<file path="src/scaled_matrix_vector_multiply_top_defines.svh">
// assertion macros shared by the scaled matrix-vector multiply rtl
// no dependencies; included by files that carry concurrent assertions
`ifndef SCALED_MATRIX_VECTOR_MULTIPLY_TOP_DEFINES_SVH
`define SCALED_MATRIX_VECTOR_MULTIPLY_TOP_DEFINES_SVH

// same-cycle implication, disabled during reset
`define SMVM_ASSERT_NOW(label, clk, rst, ante, cons, msg) \
  label: assert property (@(posedge clk) disable iff (rst) (ante) |-> (cons)) else $error(msg);

// next-cycle implication, disabled during reset
`define SMVM_ASSERT_NEXT(label, clk, rst, ante, cons, msg) \
  label: assert property (@(posedge clk) disable iff (rst) (ante) |=> (cons)) else $error(msg);

`endif

</file>
<file path="src/smvm_ram.sv">
// generic simple dual-port ram: one write port, one registered read port
// no dependencies
module smvm_ram #(
  parameter int WIDTH = 16,
  parameter int DEPTH = 256
) (
  input  logic                     clk,
  input  logic                     we,
  input  logic [$clog2(DEPTH)-1:0] waddr,
  input  logic [WIDTH-1:0]         wdata,
  input  logic [$clog2(DEPTH)-1:0] raddr,
  output logic [WIDTH-1:0]         rdata
);

  logic [WIDTH-1:0] mem [DEPTH];

  // write and registered read
  always_ff @(posedge clk) begin
    if (we) begin
      mem[waddr] <= wdata;
    end
    rdata <= mem[raddr];
  end

endmodule

</file>
<file path="config.mk">
export PLATFORM = sky130hd
export DESIGN_NAME = smvm_ram
export DESIGN_NICKNAME = d
export VERILOG_FILES = /design/src/scaled_matrix_vector_multiply_top_defines.svh /design/src/smvm_ram.sv
export SDC_FILE = /design/constraint.sdc
export NUM_CORES = 2
export LEC_CHECK = 0
export BUFFER_PORTS_ARGS = -buffer_cell sky130_fd_sc_hd__buf_4
export CAP_MARGIN = 0
export CORE_MARGIN = 8
export CORE_UTILIZATION = 53
export DETAILED_ROUTE_END_ITERATION = 10
export MAX_ROUTING_LAYER = met4
export PLACE_DENSITY = 0.68
export SYNTH_ARGS = -nofsm -noshare
export SYNTH_HDL_FRONTEND = slang
export SYNTH_SLANG_ARGS = --single-unit
</file>
<file path="constraint.sdc">
create_clock -name clk -period 3.4 [get_ports clk]
set_clock_uncertainty 0.15 [all_clocks]
set_input_delay 0.51 -clock clk [delete_from_list [all_inputs] [get_ports clk]]
set_output_delay 0.51 -clock clk [all_outputs]
set_load 0.005 [all_outputs]
</file>
==> impl_metrics.yaml <==
placement:
  routabilityCongestion: 0.9211
  hpwl_um: 255900
  place_area_um2: 169600
  io_buffers: 49
  pre_cts_slack_ns: -0.6882
finish:
  n_fill_cell: 20210
  utilization: 0.6114
  area_growth_pct: 15.19
  final_area_um2: 182800
  drive_gt1_frac: 0.2803
  num-nets-final: 8258
timing:
  hold_slack_ns: 0.2201
  worst_slew_pin_slew_ns: 1.292
  slew_violations: 0
  finalCritPeriodShare: 0.9594
  slew_headroom: 0.1352
  setup_violations: 0
  finalHoldViolCount: 0
  worst_slack_ns: 0.1381
  finalCriticalPeriod_ns: 3.262
  rsz0062_at_grt: "false"
  max_freq_mhz: 306.6
worst_setup_path:
  slowest_delay_ns: 0.92
  crit_cells: 6
  cp_top_family: "compound AO/OA/AOI/OAI gates"
  end_kind: "register"
  path_class: "reg2reg"
  timing.critical_path.cells: "mux4_2, mux4_2, a22o_1, o32ai_1, buf_4, nor4_1"
  start_kind: "register"
  cp.arrival_ns: 3.92
  cp.required_ns: 4.06
  cp_num_buf_inv: 1
  cpMaxStageDelayCell: "o32ai_1"
  cpMostUsedCell: "mux4_2"
  path_max_fanout: 1
  reg2reg_depth: 6
die:
  start_util: 0.5308
  dieArea_um2: 317200
  core_area_um2: 299000
  die_y_um: 563.2
  die_x_um: 563.2
  ioPinCount: 50
  row_count: 201
global_routing:
  track_usage: 0.2663
  grt_pass1_wl_um: 589500
  overflow: 0
  antenna_found_initial: 24
  grt_max_degree: 114
  grt_pass1_vias: 80130
synth:
  synth_fp_nets: 7394
  postSynthAreaPerCell_um2: 21.56
  yosys-top-cells-area: "edfxtp_1 (77%), mux4_2 (11%), mux2i_1 (3.6%), o221ai_1 (1.4%), nor2_1 (0.72%)"
  synth_common_cells: "edfxtp_1 (4096), mux4_2 (797), mux2i_1 (565), nor2_1 (304), o221ai_1 (252)"
  ys_seq_elements: 4112
  synth_largest_area_cell: "edfxtp_1"
  yosysMostFrequentCell: "edfxtp_1"
  synthesis.area_um2: 158700
  ys_types: 52
  synthCells: 7360
  synth_top_flop_cell: "edfxtp_1"
  synth-edff-count: 4096
  synthDominantCellAreaShare: 0.7750
  ys_warn_count: 0
  async_flop_share: 0
  yosysSeqAreaShare: 0.7770
cts:
  ctsHoldBuffers: 16
  cts_resized: 0
  cts_max_level: 5
  cts_made_buffers: 407
  cts.sinks: 4112
  cts_tree: "done"
  postCtsSetupBuffers: 0
  clockBufferDepth: 4
  cts.clk_slew.worst_paths_ns: 0.06
  cts_root_buffer: "clkbuf_16"
  worstSkewPairLatency_ns: 0.96
pwr:
  power_mw: 105.6
  irDropWorstVdd_uv: 492.3
  power_density_nw_per_um2: 577.5
  p_leak_nw: 59.01
drt:
  totalWireLength_um: 415400
  drt_iter0_markers: 10710
  vias: 80700
  drt-pass1-iter-count: 6
  wl_per_cell_um: 33.14
  vias_per_cell: 6.439
  drc: 0
  ant_nets: 0
run_status:
  status: "finished clean"
hold_path:
  holdPathStages: 4
  hold_class: "in2reg"
flow_run:
  max_cap_violations: 0
-- worst paths after layout --
check	from	endpoint	slack [ns]
worst max register to register	mem[27][5]	rdata[5]	0.14
worst min-delay path	raddr[7]	rdata[4]	0.22
worst min register to register	mem[234][10]	rdata[10]	0.92
worst max-delay path	mem[27][5]	rdata[5]	0.14
-- area by class of cell --
| class | count | area (um^2) | area share |
|---|---|---|---|
| well taps | 3958 | 4952 | 0.02709 |
| inverters | 4 | 27.53 | 0.0001506 |
| clock buffers | 492 | 10570 | 0.05780 |
| repair buffers | 907 | 8571 | 0.04688 |
| diodes | 20 | 50.05 | 0.0002738 |
| clock inverters | 249 | 2455 | 0.01343 |
| flip-flops and latches | 4112 | 123300 | 0.6745 |
| multi-input cells | 2792 | 32880 | 0.1799 |
-- per-layer routing --
| metal | GRT usage | routed length [um] | vias up |
|---|---|---|---|
| li1 | - | - | 33030 |
| met1 | 0.3568 | 158500 | 42670 |
| met2 | 0.4013 | 194700 | 4300 |
| met3 | 0.06582 | 45090 | 704 |
| met4 | 0.09847 | 17080 | 0 |
| met5 | - | 0 | - |
-- kinds of logic after synthesis --
family,synth area share
flip-flops,0.7770
multiplexers,0.1550
AO/OA/AOI/OAI,0.03537
AND/OR/NAND/NOR,0.01574
buffers and inverters,0.01693
-- placed cells by master, fill, tap and decap left out, types with 9 or more instances in the layout --
cell type / Yosys / layout
a211oi_1: 18 / 18
a21oi_1: 175 / 175
a221oi_1: 28 / 28
a22o_1: 32 / 32
a22oi_1: 43 / 43
and3_1: 11 / 11
buf_12: 5 / 125
buf_4: 26 / 746
buf_8: 11 / 17
bufinv_16: 0 / 34
clkbuf_1: 230 / 82
clkbuf_16: 0 / 410
clkinv_1: 0 / 99
clkinv_16: 0 / 11
clkinv_2: 0 / 73
clkinvlp_4: 0 / 15
dfxtp_1: 16 / 16
diode_2: 0 / 20
dlygate4sd3_1: 0 / 16
edfxtp_1: 4096 / 4096
mux2_2: 88 / 88
mux2i_1: 565 / 565
mux4_2: 797 / 797
nand2_1: 38 / 38
nand3_1: 35 / 26
nand3_2: 0 / 9
nand4_1: 26 / 26
nor2_1: 304 / 268
nor2_2: 0 / 35
nor2b_1: 9 / 9
nor3_1: 92 / 90
nor4_1: 17 / 17
o21ai_0: 37 / 37
o221ai_1: 252 / 252
o22ai_1: 148 / 148
o31ai_1: 16 / 16
o32ai_1: 20 / 20
-- report_power, final --
part / switching, mW / total [mW] / internal, mW
registers: 0.117 / 56.0 / 55.9
logic: 3.57 / 5.73 / 2.17
clock network: 19.0 / 43.9 / 24.8
total: 22.7 / 106 / 82.9
-- per-stage QoR --
step                instances  TNS, ns
floorplan                7360        0
global placement        11760   -4.406
detailed placement      11760   -4.905
CTS                     12510        0
global route            12530        0
finish                  12530        0
-- flip-flops by register name, indices dropped and copies added (netlist names) --
name and cells:
rdata 16, mem 4096
-- tightest hold or removal path: stages --
cell and delay, ns:
buf_4 0.27, nor4_1 0.13, buf_4 0.15, nor4_2 0.19
No activity file was read; power rests on OpenSTA's default activity.
