--- src/scaled_matrix_vector_multiply_top_defines.svh ---
// assertion macros shared by the scaled matrix-vector multiply rtl
// no dependencies; included by files that carry concurrent assertions
`ifndef SCALED_MATRIX_VECTOR_MULTIPLY_TOP_DEFINES_SVH
`define SCALED_MATRIX_VECTOR_MULTIPLY_TOP_DEFINES_SVH

// same-cycle implication, disabled during reset
`define SMVM_ASSERT_NOW(label, clk, rst, ante, cons, msg) \
  label: assert property (@(posedge clk) disable iff (rst) (ante) |-> (cons)) else $error(msg);

// next-cycle implication, disabled during reset
`define SMVM_ASSERT_NEXT(label, clk, rst, ante, cons, msg) \
  label: assert property (@(posedge clk) disable iff (rst) (ante) |=> (cons)) else $error(msg);

`endif

--- src/smvm_pkg.sv ---
// package for the scaled matrix-vector multiply: sizes, codes, shared types
// no dependencies
package smvm_pkg;

  // sizes
  localparam int MAX_INNER   = 256;
  localparam int MAX_COLS    = 64;
  localparam int FRAC_BITS   = 12;
  localparam int DATA_W      = 16;
  localparam int ACC_W       = 48;
  localparam int OUT_W       = 32;
  localparam int STORE_DEPTH = MAX_INNER * MAX_COLS;
  localparam int ROW_AW      = $clog2(MAX_INNER);
  localparam int W_AW        = $clog2(STORE_DEPTH);
  localparam int COL_W       = $clog2(MAX_COLS);
  localparam int INNER_W     = 9;
  localparam int COLS_W      = 7;
  localparam int SIZE_W      = W_AW + 1;

  // register indexes
  localparam logic [1:0] REG_INNER_LEN = 2'd0;
  localparam logic [1:0] REG_OUT_COLS  = 2'd1;
  localparam logic [1:0] REG_SCALE     = 2'd2;

  // operation codes
  localparam logic OP_WEIGHT = 1'b0;
  localparam logic OP_INPUT  = 1'b1;

  // sequencer states
  typedef enum logic [4:0] {
    S_IDLE  = 5'b00001,
    S_RUN   = 5'b00010,
    S_DRAIN = 5'b00100,
    S_SCALE = 5'b01000,
    S_OUT   = 5'b10000
  } state_t;

  // controls from the sequencer to the mac unit
  typedef struct packed {
    logic clr;
    logic en;
  } mac_ctrl_t;

endpackage

--- src/smvm_mac.sv ---
// shared multiply-accumulate unit: registered product, 48-bit accumulator
// depends on smvm_pkg
module smvm_mac (
  input  logic                          clk,
  input  logic                          rst,
  input  smvm_pkg::mac_ctrl_t           ctrl,
  input  logic [smvm_pkg::DATA_W-1:0]   a,
  input  logic [smvm_pkg::DATA_W-1:0]   b,
  output logic                          busy,
  output logic signed [smvm_pkg::ACC_W-1:0] acc
);
  import smvm_pkg::*;

  logic signed [2*DATA_W-1:0] prod;
  logic                       prod_v;

  // product stage
  always_ff @(posedge clk) begin
    prod <= $signed(a) * $signed(b);
    if (rst || ctrl.clr) begin
      prod_v <= 1'b0;
    end else begin
      prod_v <= ctrl.en;
    end
  end

  // accumulate stage
  always_ff @(posedge clk) begin
    if (ctrl.clr) begin
      acc <= '0;
    end else if (prod_v) begin
      acc <= acc + ACC_W'(prod);
    end
  end

  assign busy = prod_v;

endmodule

--- config.mk ---
export PLATFORM = sky130hd
export DESIGN_NAME = smvm_mac
export DESIGN_NICKNAME = d
export VERILOG_FILES = /design/src/scaled_matrix_vector_multiply_top_defines.svh /design/src/smvm_pkg.sv /design/src/smvm_mac.sv
export SDC_FILE = /design/constraint.sdc
export NUM_CORES = 1
export LEC_CHECK = 0
export ABC_AREA = 1
export CELL_PAD_IN_SITES_DETAIL_PLACEMENT = 1
export CELL_PAD_IN_SITES_GLOBAL_PLACEMENT = 1
export CORE_UTILIZATION = 53
export CTS_BUF_LIST = sky130_fd_sc_hd__clkbuf_16
export CTS_CLUSTER_SIZE = 24
export DETAILED_ROUTE_END_ITERATION = 10
export DONT_BUFFER_PORTS = 1
export GPL_ROUTABILITY_DRIVEN = 0
export PLACE_DENSITY = 0.87
export SYNTH_ARGS = -nofsm -noshare
export SYNTH_HDL_FRONTEND = slang
export SYNTH_SLANG_ARGS = --single-unit
export TNS_END_PERCENT = 30
--- constraint.sdc ---
create_clock -name clk -period 15.1 [get_ports clk]
set_clock_uncertainty 0.15 [all_clocks]
set_input_delay 1.51 -clock clk [delete_from_list [all_inputs] [get_ports clk]]
set_output_delay 1.51 -clock clk [all_outputs]
set_load 0.02 [all_outputs]
==> results.txt <==
via-per-instance ratio = 5.472
vias in the first global route = 17448
# fillers = 4154
hold_sp = acc[47]
Distinct cells, synth = 42
largest net degree at the start of global routing = 80
Sink Count = 81
Hold Path Stages = 2
crit path DAT = 6.97 ns
syn_area_per_cell = 6.890 um2
fin crit share = 0.4567
share of layout cells above drive strength 1 = 0.02679
initial core utilization = 0.5450
RSZ-0062 raised after global routing = no
net count after synthesis = 2873
top-count cell post-synth = inv_1
Area Growth Syn to Fin = 3.001%
top cell type by total area after synthesis = fa_1
Slew Limit Fails = 0
Synth area leaders = fa_1, inv_1, nand2_1
total number of vias = 15239
R2R depth = 10
hold_buf cts = 0
Die Ht = 180.3 um
antenna cells = 0
time the worst path needs with I/O delays and setup = 6.896 ns
Worst setup SP type = input port
flop-to-flop setup slack = 11.87 ns
CTS root buf = clkbuf_16
top cell type's share of synthesized area = 0.3126
YS warnings = 0
Overflow after GRT = 0
Core ar. = 0.03091 mm2
worst path required time = 15.18 ns
PortBufs = 0
largest fanout on the critical path = 16
worst slew pin tran = 0.8778 ns
clock latency on the worst-skew pair = 0.37 ns
antenna violations before repair = 0
TritonCTS clock tree = yes
H-tree levels = 3
DIE WIDTH = 180.3 um
Routed Antenna Nets = 0
Seq/Total Area, Yosys = 0.09626
setup repair bufs after CTS = 0
met1 usage = 0.3975
critical path class = input port to flop
Worst Hold Slack = 0.4684 ns
post-synthesis cell area = 0.01684 mm2
die area = 0.03250 mm2
hold endpoint = acc[47]
predominant post-synthesis flop cell = dfxtp_1
routing usage on met2 = 0.6687
Synth Register Bits = 81
Core Rows = 64
total CTS buffers = 9
Fin. Hold Viols = 0
Reg clk slew, reported paths = 0.07 ns
Post-synth top cells = inv_1, nand2_1, fa_1
Worst Hold Class = flop to flop
Post-Route WL = 55870 um
maxcap violations = 0
ys async rst share = 0
reg2reg end = acc[38]
first-pass GRT wire length = 91000 um
failing checks = design-rule violations
Detailed Place HPWL = 47480 um
# resized after CTS = 0
DR pass1 iterations = 10
DRT iter0 DRCs = 786
Cells after Synth = 2445
global routing usage on met3 = 0.04891
GRT busiest layer = met2
R2R Path Start = prod[31]
placed insts = 2769
Post-Layout Cell Count = 2785
DP Worst Slack = 7.840 ns
setup slack after layout = 8.204 ns
total track usage = 0.3593
Post-synth EDFFs = 0
wire per inst = 20.06 um
run status = finished with violations
Max clock buf depth = 2
setup_tns = 0 ns
boundary pin count = 85
Crit. End Element = flop
fmax = 0.1450 GHz
nets = 2812
DRC Markers = 1
Worst slew margin = 0.4148
final setup violating endpoints = 0
[critical path, stage by stage]
cell	delay [ns]
nand2_1	0.09
inv_1	0.10
fa_1	0.62
fa_1	0.79
inv_1	0.17
fa_1	0.47
fa_1	0.57
inv_1	0.06
fa_1	0.54
inv_1	0.06
fa_1	0.48
inv_1	0.05
ha_1	0.36
nand2_1	0.13
nor2_1	0.15
inv_1	0.09
nor2_1	0.11
inv_1	0.06
nor3_1	0.17
nand2_1	0.09
inv_1	0.08
nor2_1	0.05
xor2_1	0.16
[state kept, by name, summed over array words and instances (netlist names)]
register and flops:
prod 32, busy 1, acc 48
[kinds of logic (layout without fill, tap and decap cells)]
| logic type | Yosys count | count (layout) | synth area share |
|---|---|---|---|
| buf+inv | 754 | 698 | 0.1685 |
| fa+ha+maj | 392 | 392 | 0.4084 |
| flops | 81 | 81 | 0.09626 |
| simple gates | 972 | 972 | 0.2354 |
| compound gates | 192 | 192 | 0.06336 |
| xor+xnor | 54 | 54 | 0.02808 |
[per-stage QoR]
| stage | utilization | instance area (um2) |
|---|---|---|
| finish | 0.5613 | 17350 |
| global route | 0.5613 | 17350 |
| CTS | 0.5613 | 17350 |
| detailed placement | 0.5521 | 17070 |
| global placement | 0.5521 | 17070 |
| floorplan | - | 16840 |
[layer usage]
layer	vias up	share of wire	routed length [um]
met4	0	0.050	2813
li1	6993	-	-
met3	183	0.045	2526
met1	7577	0.39	21690
met2	486	0.52	28840
met5	-	0	0
[area by class of cell]
| class | instances | area, um2 | share of cell area |
|---|---|---|---|
| sequential | 81 | 1623 | 0.09353 |
| timing repair buffer | 1 | 7.507 | 0.0004327 |
| inverter | 681 | 2556 | 0.1473 |
| tap | 396 | 495.5 | 0.02856 |
| clock inverter | 7 | 58.81 | 0.003389 |
| multi-input combinational | 1610 | 12380 | 0.7138 |
| clock buffer | 9 | 225.2 | 0.01298 |
[worst max-delay path by stage]
stage / from / endpoint
2_1_floorplan: b[5] / prod[31]
3_3_place_gp: a[15] / prod[27]
3_5_place_dp: a[15] / prod[31]
4_1_cts: a[15] / prod[31]
5_1_grt: a[15] / prod[31]
6_report: a[15] / prod[31]
[layout by cell type, fill, tap and decap left out, types with 10 or more instances in the layout]
cell type	n
inv_1	677
o21ai_0	64
nor3_1	12
nand3_1	85
nand2_1	610
dfxtp_1	80
xnor2_1	17
o21bai_1	10
nand4_1	24
nor2_2	11
fa_1	263
nor2_1	199
xor2_1	37
nand2_2	16
a21o_1	11
a21oi_1	83
ha_1	129
Power is not shown: default switching activity piles up to over one toggle a cycle in this logic, so the estimate is an artifact.
