[src/scaled_matrix_vector_multiply_top_defines.svh]
// assertion macros shared by the scaled matrix-vector multiply rtl
// no dependencies; included by files that carry concurrent assertions
`ifndef SCALED_MATRIX_VECTOR_MULTIPLY_TOP_DEFINES_SVH
`define SCALED_MATRIX_VECTOR_MULTIPLY_TOP_DEFINES_SVH

// same-cycle implication, disabled during reset
`define SMVM_ASSERT_NOW(label, clk, rst, ante, cons, msg) \
  label: assert property (@(posedge clk) disable iff (rst) (ante) |-> (cons)) else $error(msg);

// next-cycle implication, disabled during reset
`define SMVM_ASSERT_NEXT(label, clk, rst, ante, cons, msg) \
  label: assert property (@(posedge clk) disable iff (rst) (ante) |=> (cons)) else $error(msg);

`endif

[src/smvm_pkg.sv]
// package for the scaled matrix-vector multiply: sizes, codes, shared types
// no dependencies
package smvm_pkg;

  // sizes
  localparam int MAX_INNER   = 256;
  localparam int MAX_COLS    = 64;
  localparam int FRAC_BITS   = 12;
  localparam int DATA_W      = 16;
  localparam int ACC_W       = 48;
  localparam int OUT_W       = 32;
  localparam int STORE_DEPTH = MAX_INNER * MAX_COLS;
  localparam int ROW_AW      = $clog2(MAX_INNER);
  localparam int W_AW        = $clog2(STORE_DEPTH);
  localparam int COL_W       = $clog2(MAX_COLS);
  localparam int INNER_W     = 9;
  localparam int COLS_W      = 7;
  localparam int SIZE_W      = W_AW + 1;

  // register indexes
  localparam logic [1:0] REG_INNER_LEN = 2'd0;
  localparam logic [1:0] REG_OUT_COLS  = 2'd1;
  localparam logic [1:0] REG_SCALE     = 2'd2;

  // operation codes
  localparam logic OP_WEIGHT = 1'b0;
  localparam logic OP_INPUT  = 1'b1;

  // sequencer states
  typedef enum logic [4:0] {
    S_IDLE  = 5'b00001,
    S_RUN   = 5'b00010,
    S_DRAIN = 5'b00100,
    S_SCALE = 5'b01000,
    S_OUT   = 5'b10000
  } state_t;

  // controls from the sequencer to the mac unit
  typedef struct packed {
    logic clr;
    logic en;
  } mac_ctrl_t;

endpackage

[src/smvm_finish.sv]
// result stage: acc times scale over two half products, round, saturate
// depends on smvm_pkg
module smvm_finish (
  input  logic                              clk,
  input  logic                              rst,
  input  logic                              start,
  input  logic signed [smvm_pkg::ACC_W-1:0] acc,
  input  logic signed [smvm_pkg::DATA_W-1:0] scale,
  output logic                              done,
  output logic signed [smvm_pkg::OUT_W-1:0] result
);
  import smvm_pkg::*;

  localparam int HALF_W = ACC_W / 2;
  localparam int MUL_W  = HALF_W + 1 + DATA_W;
  localparam int P_W    = ACC_W + DATA_W;
  localparam int SH     = 2 * FRAC_BITS;
  localparam int R_W    = P_W - SH;
  localparam logic signed [P_W-1:0] HALF =
    (SH > 0) ? (P_W'(1) <<< (SH - 1)) : P_W'(0);

  typedef enum logic [4:0] {
    F_IDLE = 5'b00001,
    F_LO   = 5'b00010,
    F_HI   = 5'b00100,
    F_SUM  = 5'b01000,
    F_SAT  = 5'b10000
  } fin_phase_t;

  fin_phase_t               phase;
  fin_phase_t               phase_next;
  logic signed [HALF_W:0]   mul_a;
  logic signed [MUL_W-1:0]  mul_p;
  logic signed [MUL_W-1:0]  plo;
  logic signed [MUL_W-1:0]  phi;
  logic signed [P_W-1:0]    psum;
  logic signed [P_W-1:0]    rounded;
  logic signed [R_W-1:0]    shifted;
  logic                     fits;

  // phase sequencer
  always_comb begin
    phase_next = phase;
    unique case (phase)
      F_IDLE: if (start) phase_next = F_LO;
      F_LO:   phase_next = F_HI;
      F_HI:   phase_next = F_SUM;
      F_SUM:  phase_next = F_SAT;
      F_SAT:  phase_next = F_IDLE;
      default: phase_next = F_IDLE;
    endcase
  end

  always_ff @(posedge clk) begin
    if (rst) begin
      phase <= F_IDLE;
      done  <= 1'b0;
    end else begin
      phase <= phase_next;
      done  <= (phase == F_SAT);
    end
  end

  // one multiplier: low half unsigned, then high half signed
  assign mul_a = (phase == F_LO) ? $signed({1'b0, acc[HALF_W-1:0]})
                                 : $signed({acc[ACC_W-1], acc[ACC_W-1:HALF_W]});
  assign mul_p = MUL_W'(mul_a * scale);

  // round half up, then floor shift and saturate
  assign rounded = psum + HALF;
  assign shifted = rounded[P_W-1:SH];
  assign fits    = (shifted[R_W-1:OUT_W-1] == '0) || (shifted[R_W-1:OUT_W-1] == '1);

  always_ff @(posedge clk) begin
    if (phase == F_LO) begin
      plo <= mul_p;
    end
    if (phase == F_HI) begin
      phi <= mul_p;
    end
    if (phase == F_SUM) begin
      psum <= (P_W'(phi) <<< HALF_W) + P_W'(plo);
    end
    if (phase == F_SAT) begin
      if (fits) begin
        result <= shifted[OUT_W-1:0];
      end else if (shifted[R_W-1]) begin
        result <= {1'b1, {(OUT_W-1){1'b0}}};
      end else begin
        result <= {1'b0, {(OUT_W-1){1'b1}}};
      end
    end
  end

endmodule

[config.mk]
export PLATFORM = sky130hd
export DESIGN_NAME = smvm_finish
export DESIGN_NICKNAME = d
export VERILOG_FILES = /design/src/scaled_matrix_vector_multiply_top_defines.svh /design/src/smvm_pkg.sv /design/src/smvm_finish.sv
export SDC_FILE = /design/constraint.sdc
export NUM_CORES = 1
export LEC_CHECK = 0
export BUFFER_PORTS_ARGS = -buffer_cell sky130_fd_sc_hd__buf_2
export CELL_PAD_IN_SITES_DETAIL_PLACEMENT = 0
export CELL_PAD_IN_SITES_GLOBAL_PLACEMENT = 1
export CORE_MARGIN = 2
export CORE_UTILIZATION = 40
export DETAILED_ROUTE_END_ITERATION = 7
export PLACE_DENSITY = 0.65
export SLEW_MARGIN = 25
export SYNTH_ARGS = -nofsm -noshare
export SYNTH_HDL_FRONTEND = slang
export SYNTH_SLANG_ARGS = --single-unit
[constraint.sdc]
create_clock -name clk -period 16.8 [get_ports clk]
set_input_delay 0 -clock clk [delete_from_list [all_inputs] [get_ports clk]]
set_output_delay 0 -clock clk [all_outputs]
set_load 0.03 [all_outputs]
==> results.md <==
- Crit path buffers/inverters: 6
- Number of global-route vias before repair: 16900
- Number of I/O pins: 100
- First-pass DRT Iterations: 5
- Area grow syn2layout: 7.71%
- Worst setup path class: reg2reg
- Crit path max fanout: 31
- Clk_lat worst skew: 420 ps
- Min Hold Slack: 260 ps
- Data arrival, critical path: roughly 8700 ps
- Max Fclk: 117 MHz
- Placed cell areas: ~0.023 mm²
- Critical Path Max Stage Delay: ~690 ps
- Final-stage net count: 3001
- Initial Util: between 40% and 50%
- CTS tree: built
- Synth area leaders: fa_1, edfxtp_1, ha_1
- CTS max path bufs: 2
- Die footprint: about 0.057 mm²
- WP depth: 25
- CTS clk-pin slew, worst paths: 60 ps
- Yosys top cell by area: fa_1
- Tot GR Track Use: around a fifth
- Global route total overflow: 0
- Core area: roughly 0.055 mm²
- Final-report hold violation count: 0
- Critical Path Source: phase[3]$_SDFFE_PP0P_
- Avg Inst Size Synth: between 9 and 10 µm²
- Depth of the most critical reg-to-reg path: 25
- Count leader, synth: inv_1
- Routed WL: around 58000 µm
- Area share of the largest cell type after synthesis: 35.3%
- Status: finished clean
- Hpwl dp: about 47000 µm
- Cells after Synth: approximately 2400
- Actual slew at the worst max-slew pin: ~1000 ps
- Num Clock Sinks: about 140
- Syn. warnings: 0
- Crit path launch type: flip-flop
- Via density: ~5.2
- Setup violations, final: 0
- Asr flop ratio synth: 0%
- Delay-heaviest family, CP: adder cells
- CTS root buf: clkbuf_16
- Critical-path top delay cell: nand2_1
- Gpl congestion: between 0.8 and 0.9
- Initial drt markers: roughly 820
- CP most frequent cell: fa_1
- Largest net degree at the start of global routing: 43
- Fin. max-slew vios: 0
- Post-CTS Setup Repair Bufs: 0
- Critical Path End Type: flip-flop
- Max_cap viols: 0
- Port bufs: 99
- Post-synth EDFFs: between 100 and 150
- Htree depth: 4
- Syn Nets: ~3000
- Die outline height: ~240 µm
- Req. time, crit path: between 15000 and 20000 ps
- Ys flop type: edfxtp_1
- Slew HR: roughly a third
- Global-route wire length before repair: 93500 µm
- Via Count: between 15000 and 20000
- DRC: 0
- Post-CTS Resized: 0
- Routed WL per cell: 18.6 µm
- Initial antenna violation count: 0
- Synth Register Bits: 137
- R2R Path End: plo[39]$_DFFE_PP_
- Die width: between 200 and 250 µm
- Non-Filler Cell Area, Final: about 0.024 mm²
- Worst R2R Setup Slack: about 8000 ps
- RSZ-0062 raised after global routing: no
- Ratio of cells with drive above 1 in the final layout: approximately 6.5%
- Num rows: 86
- Final core utilization: a little over two fifths
- RR Startpoint: phase[3]$_SDFFE_PP0P_
- Worst Setup EP: plo[39]$_DFFE_PP_
- Antenna cells: 0
- Antenna Nets Post-Route: 0
- Clock Skews: between 8 and 9 ps
- Min Tclk post-route: around 8600 ps
- Num CTS Buffers: 17
- Distinct cells, synth: 64
- Setup TNS: 0 ps
- Hold WC Path Type: in2reg
- Synth Cell Area: 0.0221 mm²
- Synth cell count leaders: inv_1, fa_1, nand2_1
- Period utilization: about half
- Post-synthesis sequential area ratio: between 15 and 20%
## worst min-delay path by stage
stage          startpoint                    end  slack, ps  cells past startpoint
5_1_grt            acc[0]       phi[0]$_DFFE_PN_        270                      4
3_3_place_gp          rst  phase[1]$_SDFFE_PP0P_        190                      2
6_report          acc[24]       phi[0]$_DFFE_PN_        260                      4
3_5_place_dp          rst  phase[1]$_SDFFE_PP0P_        200                      2
2_1_floorplan         rst  phase[1]$_SDFFE_PP0P_         80                      1
4_1_cts           acc[24]       phi[0]$_DFFE_PN_        240                      4
## state kept, by name, summed over array words and instances, names as in the netlist
register / cells
phase: 5
phi: 40
psum: 41
plo: 18
result: 32
done: 1
## logic make-up (layout without fill, tap and decap cells)
family / after synthesis / after routing / synth area share [%]
AO/OA/AOI/OAI: 281 / 281 / 7.98
adder cells (fa/ha/maj): 529 / 529 / 43.2
buffers and inverters: 544 / 603 / 9.28
XOR/XNOR: 114 / 114 / 4.52
AND/OR/NAND/NOR: 749 / 749 / 16.4
flip-flops: 137 / 137 / 18.4
multiplexers: 5 / 5 / 0.238
## per-layer routing
| metal | GRT usage, % | up-vias | share of wire (%) |
|---|---|---|---|
| li1 | - | 7506 | - |
| met4 | 3.98 | 0 | 1.3 |
| met3 | 1.86 | 49 | 3.4 |
| met5 | 0 | - | 0 |
| met1 | 28.8 | 8195 | 46 |
| met2 | 36.7 | 350 | 49 |
## cells in the final DEF (no fill, tap or decap), types with 18 or more instances in the layout
cell | synthesis | final
a21oi_1 | 82 | 82
ha_1 | 140 | 140
a21o_1 | 36 | 36
and2_1 | 148 | 148
nor2_1 | 76 | 76
fa_1 | 389 | 389
nand3_1 | 28 | 28
nor2b_1 | 25 | 25
buf_2 | 0 | 99
inv_1 | 460 | 459
nor3_1 | 20 | 18
edfxtp_1 | 131 | 131
xor2_1 | 41 | 41
o21ai_0 | 47 | 47
nand2_1 | 352 | 352
o21ai_1 | 20 | 20
xnor2_1 | 73 | 73
## area by class of cell
cell class,count,area (µm²)
clock buffer,19,433
clock inverter,13,104
fill,5406,31100
inverter,461,1730
multi-input combinational,1678,16000
sequential,137,4050
tap,704,881
timing repair buffer,110,586
## stage by stage
step | worst slack [ps] | cells
floorplan | 9410 | 2359
global placement | 8370 | 3087
detailed placement | 8210 | 3087
CTS | 8180 | 3122
global route | 7680 | 3122
finish | 8240 | 3122
## what timing repair did
action / 4_1_cts / 5_1_grt
hold buffers: 3 / 0
setup endpoints to repair: 0 / 0
hold endpoints to repair: 6 / 0
## worst register-to-register path, stage by stage, from the launching register on
cell and delay, ps:
dfxtp_1 350, nor3_1 290, nand3b_1 120, buf_4 280
inv_2 290, buf_4 480, nand2_1 100, nand2_1 690
nand2_1 200, fa_1 580, inv_1 60, fa_1 470
fa_1 540, fa_1 430, fa_1 500, inv_1 50
fa_1 500, inv_1 50, ha_1 370, a211oi_1 350
nor3_1 110, a211oi_1 430, o32ai_1 150, a41oi_1 360
a21oi_1 150, a311o_1 400
Power is left out: the tool's default activity adds up to more than one toggle a clock period on the data nets, which glitch-free logic cannot reach.
